===== src/hw/rtl/bfs_reachability_engine_macros.svh =====
// Assertion macros shared by the reachability engine modules
`ifndef BFS_REACHABILITY_ENGINE_MACROS_SVH
`define BFS_REACHABILITY_ENGINE_MACROS_SVH

// Check cons in the same cycle as ante
`define BFS_ASSERT_NOW(label, clk, rst_n, ante, cons, msg) \
    label: assert property (@(posedge clk) disable iff (!(rst_n)) (ante) |-> (cons)) \
        else $error(msg);

// Check cons in the cycle after ante
`define BFS_ASSERT_NEXT(label, clk, rst_n, ante, cons, msg) \
    label: assert property (@(posedge clk) disable iff (!(rst_n)) (ante) |=> (cons)) \
        else $error(msg);

`endif


===== src/hw/rtl/bfs_pkg.sv =====
// Shared types, codes and constants of the reachability engine
package bfs_pkg;

    localparam int NODES_DEF = 64;
    localparam int FIELD_W   = 6;
    localparam int CFG_W     = 7;
    localparam int OP_W      = 2;
    localparam int S_TDATA_W = 24;
    localparam int M_TDATA_W = 8;
    localparam logic [CFG_W-1:0] NODE_COUNT_RST = 7'd64;

    typedef enum logic [OP_W-1:0] {
        OP_CLEAR = 2'd0,
        OP_ADD   = 2'd1,
        OP_RUN   = 2'd2
    } op_t;

    typedef struct packed {
        logic capture;
        logic clear_graph;
        logic add_write;
        logic run_init;
        logic deq;
        logic adj_read;
        logic fetch;
        logic scan_step;
        logic emit_load;
        logic emit_next;
    } ctrl_cmd_t;

    typedef struct packed {
        logic edge_ok;
        logic start_ok;
        logic pending_empty;
        logic queue_done;
        logic emit_last;
    } ctrl_status_t;

endpackage


===== src/hw/rtl/bfs_ctrl.sv =====
// Controller state machine of the reachability engine
`include "bfs_reachability_engine_macros.svh"

module bfs_ctrl (
    input  logic                   aclk,
    input  logic                   aresetn,
    input  logic                   s_tvalid,
    output logic                   s_tready,
    input  logic [bfs_pkg::OP_W-1:0] s_tuser,
    output logic                   m_tvalid,
    input  logic                   m_tready,
    output bfs_pkg::ctrl_cmd_t     cmd,
    input  bfs_pkg::ctrl_status_t  status
);

    import bfs_pkg::*;

    typedef enum logic [3:0] {
        ST_IDLE,
        ST_ADD_RD,
        ST_ADD_WR,
        ST_RUN_INIT,
        ST_DEQ,
        ST_ADJ,
        ST_FETCH,
        ST_SCAN,
        ST_LOAD,
        ST_EMIT
    } state_t;

    state_t state_reg, state_next;
    logic   m_tvalid_reg;

    always_comb begin
        state_next = state_reg;
        cmd        = '0;
        case (state_reg)
            ST_IDLE: begin
                if (s_tvalid) begin
                    cmd.capture = 1'b1;
                    case (op_t'(s_tuser))
                        OP_CLEAR: cmd.clear_graph = 1'b1;
                        OP_ADD:   state_next = ST_ADD_RD;
                        OP_RUN:   state_next = ST_RUN_INIT;
                        default:  state_next = ST_IDLE;
                    endcase
                end
            end
            ST_ADD_RD: state_next = ST_ADD_WR;
            ST_ADD_WR: begin
                cmd.add_write = status.edge_ok;
                state_next    = ST_IDLE;
            end
            ST_RUN_INIT: begin
                cmd.run_init = 1'b1;
                state_next   = status.start_ok ? ST_DEQ : ST_LOAD;
            end
            ST_DEQ: begin
                cmd.deq    = 1'b1;
                state_next = ST_ADJ;
            end
            ST_ADJ: begin
                cmd.adj_read = 1'b1;
                state_next   = ST_FETCH;
            end
            ST_FETCH: begin
                cmd.fetch  = 1'b1;
                state_next = ST_SCAN;
            end
            ST_SCAN: begin
                if (!status.pending_empty) begin
                    cmd.scan_step = 1'b1;
                end else if (status.queue_done) begin
                    state_next = ST_LOAD;
                end else begin
                    state_next = ST_DEQ;
                end
            end
            ST_LOAD: begin
                cmd.emit_load = 1'b1;
                state_next    = ST_EMIT;
            end
            ST_EMIT: begin
                if (m_tready) begin
                    if (status.emit_last) begin
                        state_next = ST_IDLE;
                    end else begin
                        cmd.emit_next = 1'b1;
                    end
                end
            end
            default: state_next = ST_IDLE;
        endcase
    end

    always_ff @(posedge aclk) begin
        if (!aresetn) begin
            state_reg    <= ST_IDLE;
            m_tvalid_reg <= 1'b0;
        end else begin
            state_reg    <= state_next;
            m_tvalid_reg <= (state_next == ST_EMIT);
        end
    end

    assign s_tready = (state_reg == ST_IDLE);
    assign m_tvalid = m_tvalid_reg;

    `BFS_ASSERT_NOW(a_valid_only_emit, aclk, aresetn, m_tvalid_reg, state_reg == ST_EMIT, "result valid outside emit")
    `BFS_ASSERT_NEXT(a_last_ends_run, aclk, aresetn, m_tvalid_reg && m_tready && status.emit_last, (state_reg == ST_IDLE) && !m_tvalid_reg, "run did not end after last result")

endmodule


===== config.mk =====
export PLATFORM = sky130hd
export DESIGN_NAME = bfs_ctrl
export DESIGN_NICKNAME = d
export VERILOG_FILES = /design/src/hw/rtl/bfs_pkg.sv /design/src/hw/rtl/bfs_ctrl.sv
export VERILOG_INCLUDE_DIRS = /design/src /design/src/hw/rtl
export SDC_FILE = /design/constraint.sdc
export NUM_CORES = 1
export LEC_CHECK = 0
export ABC_AREA = 1
export ABC_CLOCK_PERIOD_IN_PS = 1140
export BUFFER_PORTS_ARGS = -buffer_cell sky130_fd_sc_hd__buf_2
export CAP_MARGIN = 20
export CORE_AREA = 8 8 45 47
export CTS_BUF_LIST = sky130_fd_sc_hd__clkbuf_2 sky130_fd_sc_hd__clkbuf_4 sky130_fd_sc_hd__clkbuf_8
export CTS_CLUSTER_SIZE = 40
export DETAILED_ROUTE_END_ITERATION = 10
export DIE_AREA = 0 0 53 55
export REMOVE_ABC_BUFFERS = 1
export SYNTH_ARGS = -nofsm -noshare
export SYNTH_HDL_FRONTEND = slang
export SYNTH_SLANG_ARGS = --single-unit
export TNS_END_PERCENT = 100

===== constraint.sdc =====
create_clock -name aclk -period 1.14 [get_ports aclk]
set_input_delay 0.057 -clock aclk [delete_from_list [all_inputs] [get_ports aclk]]
set_output_delay 0.057 -clock aclk [all_outputs]
set_load 0.03 [all_outputs]

* Word-level counts from Yosys, hierarchy flattened
Cells that the tools add are included.
Storage, ports and cells: register bits 5, bits of input ports 11
Operators by class: reductions and logical operators 2, equality and inequality tests 12, muxes and demuxes 22
Operators with widths (number):
- 4-bit one-hot mux with 9 select lines | 1
- 4-bit two-way mux | 6
- 4-bit by 3-bit equality test with 1-bit output, second input constant | 4
- 4-bit equality test, second input constant | 3
- 1-bit two-way mux | 12
- 4-bit one-hot mux with 3 select lines | 1
- 4-bit by 2-bit equality test with 1-bit output, second input constant | 2
- 4-bit by 1-bit equality test with 1-bit output, second input constant | 1
- 4-bit logical NOT | 1
- 2-bit two-way mux | 2
- 2-bit by 1-bit equality test with 1-bit output, second input constant | 1
- 2-bit equality test, second input constant | 1
- 2-bit logical NOT | 1

* Logic depth before layout (Yosys ltp)
word-level depth 5, mapped depth 8, gate-level depth less buffers 8

* Worst setup path before layout
OpenSTA, ideal clock, no wires.
kind flip-flop to flip-flop, from register state_reg[1], to register state_reg[0], arrival 1089 ps, cell stages (with the launch flop) 8, clock period less this slack 1153 ps, library setup time 64 ps, slack -13 ps, data required time 1076 ps, cells stage by stage dfxtp_1 nor2_2 nand2_2 nor2_2 nand2_1 nand2_1 nor2_1 nor2_1
Between the ends: longest elaborated chain between the ends 2, elaborated cells on any way between the ends 10, classes of those cells 8 x eq/ne; 1 x mux; 1 x reduce/logical
RTL lines:
- start, declared | line bfs_ctrl.sv:31 | state_t state_reg, state_next;
- start signal, assigned | line bfs_ctrl.sv:101 | state_reg <= state_next;
- 4-bit equality test, or another cell as far along | line bfs_ctrl.sv:37 | case (state_reg)
- 4-bit one-hot mux with 9 select lines * | line bfs_ctrl.sv:37
Every way passes the cells marked *; elsewhere a longest branch is shown, timed or not. A chain may end at the register's enable or synchronous reset.

==> results list <==
* Placed Area: 574 um2
- On the final layout, the worst clock skew is 0.00171 ns.
- Tracing the worst setup path back leads to its startpoint at state_reg[0].
* Violated checks: setup timing
* Clock period minus final worst setup slack: 1.23 ns
- For the worst setup path, the data required time is 1.08 ns.
* Gr busiest metal: met2
- The worst setup path is of the reg2out kind.
* WP data arrival: 1.17 ns
- By area the synthesized netlist is led by sky130_fd_sc_hd__dfxtp_1 23%, sky130_fd_sc_hd__nand2_1 19%, sky130_fd_sc_hd__inv_1 18%, sky130_fd_sc_hd__nor2_1 13%, sky130_fd_sc_hd__ha_1 5.8%.
- Detailed placement finished with a half-perimeter wire length of 994 um.
- Area leader, netlist: sky130_fd_sc_hd__dfxtp_1
- Share of total power consumed by net switching: 33.1%
- Before antenna repair, the detailed router went through 3 iterations.
* Sort of element at the start of the critical path: flop
- Global routing consumed, on the met3 layer, around 2.7% of the routing resources.
- Flops & latches, synth: 5
- After floorplanning, the core was divided into 14 placement rows.
- Final-stage net count: between 100 and 150
- Min-Delay Path Class: in2reg
* Mapped cell area: 429 um2
- Sequential cells were found to cover approximately a quarter of the synthesized design area.
* Power density over the cells: 848 mW/mm2
* Run status: complete, but fails checks
* Startpoint of the most critical register-to-register path: state_reg[1]
- Weighted congestion at the end of routability-driven global placement: 0.752
* Fraction of final layout cells sized beyond drive strength 1: 48.6%
- Routing usage on met1: 9.86%
* Slew Viols, Final: 0
* Share of total power in sequential cells: 30.1%
- Number of library cell types mapped by synthesis: 12
- H-tree depth: 1
* Horizontal die dimension: 53 um
- Post-detailed-routing wire length: roughly 1400 um
- On the worst path, the slowest cell contributes a delay of 0.34 ns.
- Across the whole layout, storage elements account for 110 um2.
- In this run the most critical hold path is launched from aresetn.
* Detailed-route wire length per cell: between 10 and 15 um
- Global route overflow: 0
- Number of vias after detailed routing: around 580
- RSZ-0062 raised after global routing: true
- DRC violation count after routing: 0
* Final count of hold timing violations: 0
* Buffer depth of the longest clock path: 2
* Number of I/O pins: 23
* Die Y-Extent: about 55 um
* Synth Instances: 80
- Combinational logic is responsible for between 30% and 40% of the overall power.
* Post-route core utilization: 55.0%
- Antenna Nets Post-Route: 0
- Total clock sinks: 5
* Max reg flops: 4
- Count of input and output buffers: 22
- Number of inserted diodes: 0
* Root buffer cell: sky130_fd_sc_hd__clkbuf_4
- Number of warnings issued by yosys: 0
* Slowest library cell on the worst path: sky130_fd_sc_hd__dfxtp_2
* Average via count per standard cell: 4.56
- Summed over all cells, the static leakage comes to 0.444 nW.
- Summing all non-filler instances in the final layout gives an area of 761 um2.
- Crit path setup slack, layout: -0.0898 ns
* Number of setup violations in the final report: 10
- CP delay by family, top: buffers and inverters
- From synthesis to final layout, the design area changed by 77.3%.
- Entering global routing, the biggest net connects 7 pins.
* Clock transition at the registers of the reported paths: 0.04 ns
- Area fraction of the dominant cell type after synthesis: 23.3%
- The initial antenna violation count came to 0.
- First-pass GRT wire length: 2220 um
- Count of routing violations after the opening detailed-route iteration: 8
* Net switching power of the design: 0.000213 W
- The clock network is responsible for a little over a third of the overall power.
* Portion of the clock cycle consumed by the worst path in the final layout: 108%
* Core area: 0.00138 mm2
- Starting density of the core: between 30% and 40%
- Headroom to the max-slew limit came out at 85.4%.
* Commonest non-fill, non-tap cells in the layout: 19 x sky130_fd_sc_hd__nand2_1, 17 x sky130_fd_sc_hd__inv_1, 11 x sky130_fd_sc_hd__buf_2
- Post-Route Hold Slack: 0.0254 ns
* Mean Syn Cell Area: 5.36 um2
- The number of buffers and inverters on the critical path is 3.
- The worst setup path is captured at an output pin.
* Met2 Usage GRT: between 15 and 20%
- Actual slew at the worst max-slew pin: 0.218 ns
* Int Power: 0.000431 W
- Area taken by multi-input logic gates: a little over 300 um2
- Counting the buffers created by CTS gives 3.
* Number of maximum-capacitance constraint violations: 0
* CP max FO: 4
- Layout fillers: around 140
- The via count of the first global-routing pass was 570.
- TritonCTS clock tree: yes
* Global-route usage over all layers: around 9.8%
* Most common cell after layout, fill and taps aside: sky130_fd_sc_hd__nand2_1
- Cell-by-cell trace of the critical path: buf_6 -> nor2_4 -> nand2_1 -> inv_1 -> buf_6
* Die Outline Area: 0.00292 mm2
* Fmax: 813 MHz
- The clock reaches the later pin of the worst-skew pair after 0.24 ns.
* Most numerous cell on the critical path: sky130_fd_sc_hd__buf_6
- VDD IR max: 0.000688 V
per-stage QoR:
stage          setup slack (ns)  power [W]  TNS (ns)  std cells
2_1_floorplan           -0.0129   0.000300   -0.0129         80
3_3_place_gp             0.0307   0.000358         0        120
3_5_place_dp             0.0379   0.000360         0        120
4_1_cts                 -0.0798   0.000642    -0.431        127
5_1_grt                  -0.153   0.000689     -1.45        127
6_report                -0.0898   0.000645    -0.606        127
power by group through the flow:
stage	registers (W)	clock network (W)	logic (W)
finish	0.000194	0.000226	0.000224
global route	0.000195	0.000249	0.000246
CTS	0.000194	0.000234	0.000215
detailed placement	0.000195	0	0.000164
global placement	0.000195	0	0.000163
floorplan	0.000194	0	0.000106
cell families after synthesis:
group	count (synthesis)	share of synthesized area, %
compound gates	6	8.16
fa+ha+maj	2	5.83
flops	5	23.3
simple gates	46	44.3
buf+inv	21	18.4
worst reg2reg max path, stage by stage, from the launching register on:
cell	delay, ns
sky130_fd_sc_hd__dfxtp_4	0.36
sky130_fd_sc_hd__nand2_1	0.14
sky130_fd_sc_hd__inv_1	0.08
sky130_fd_sc_hd__o21ai_1	0.14
sky130_fd_sc_hd__nand2_1	0.10
sky130_fd_sc_hd__o211ai_1	0.12
sky130_fd_sc_hd__nand2_1	0.08
sky130_fd_sc_hd__inv_1	0.06
synthesized netlist by cell type (all sizes together):
library cell / n
ha: 2
dfxtp: 5
inv: 21
o21ai: 2
nand2: 23
o211ai: 2
nor2: 19
nand3: 4
a21oi: 2
final timing paths:
| check | to | slack (ns) | cells past startpoint |
|---|---|---|---|
| setup / recovery | cmd[5] | -0.09 | 5 |
| hold reg to reg | state_reg[1] | 0.61 | 3 |
| hold / removal | state_reg[2] | 0.03 | 3 |
| setup reg to reg | state_reg[2] | 0.01 | 7 |
area by class of cell:
cell class	count	area share, %
Clock buffer	4	3.95
Inverter	21	10.4
Tap cell	16	2.63
Multi-Input combinational cell	54	40.6
Timing Repair Buffer	27	28.0
Sequential cell	5	14.5
routing by layer:
metal | vias up | part of all wire, %
li1 | 294 | -
met1 | 268 | 37
met5 | - | 0
met3 | 4 | 5.9
met2 | 13 | 55
met4 | 0 | 2.5
what timing repair did:
item                                    CTS  global route
gates resized for setup                  33            15
endpoints found under the setup margin   11            15
pin swaps                                 2             5
hold buffers                              0             0
buffers inserted                          3             0
gates cloned                              0             0
(Power assumes the default switching activity.)
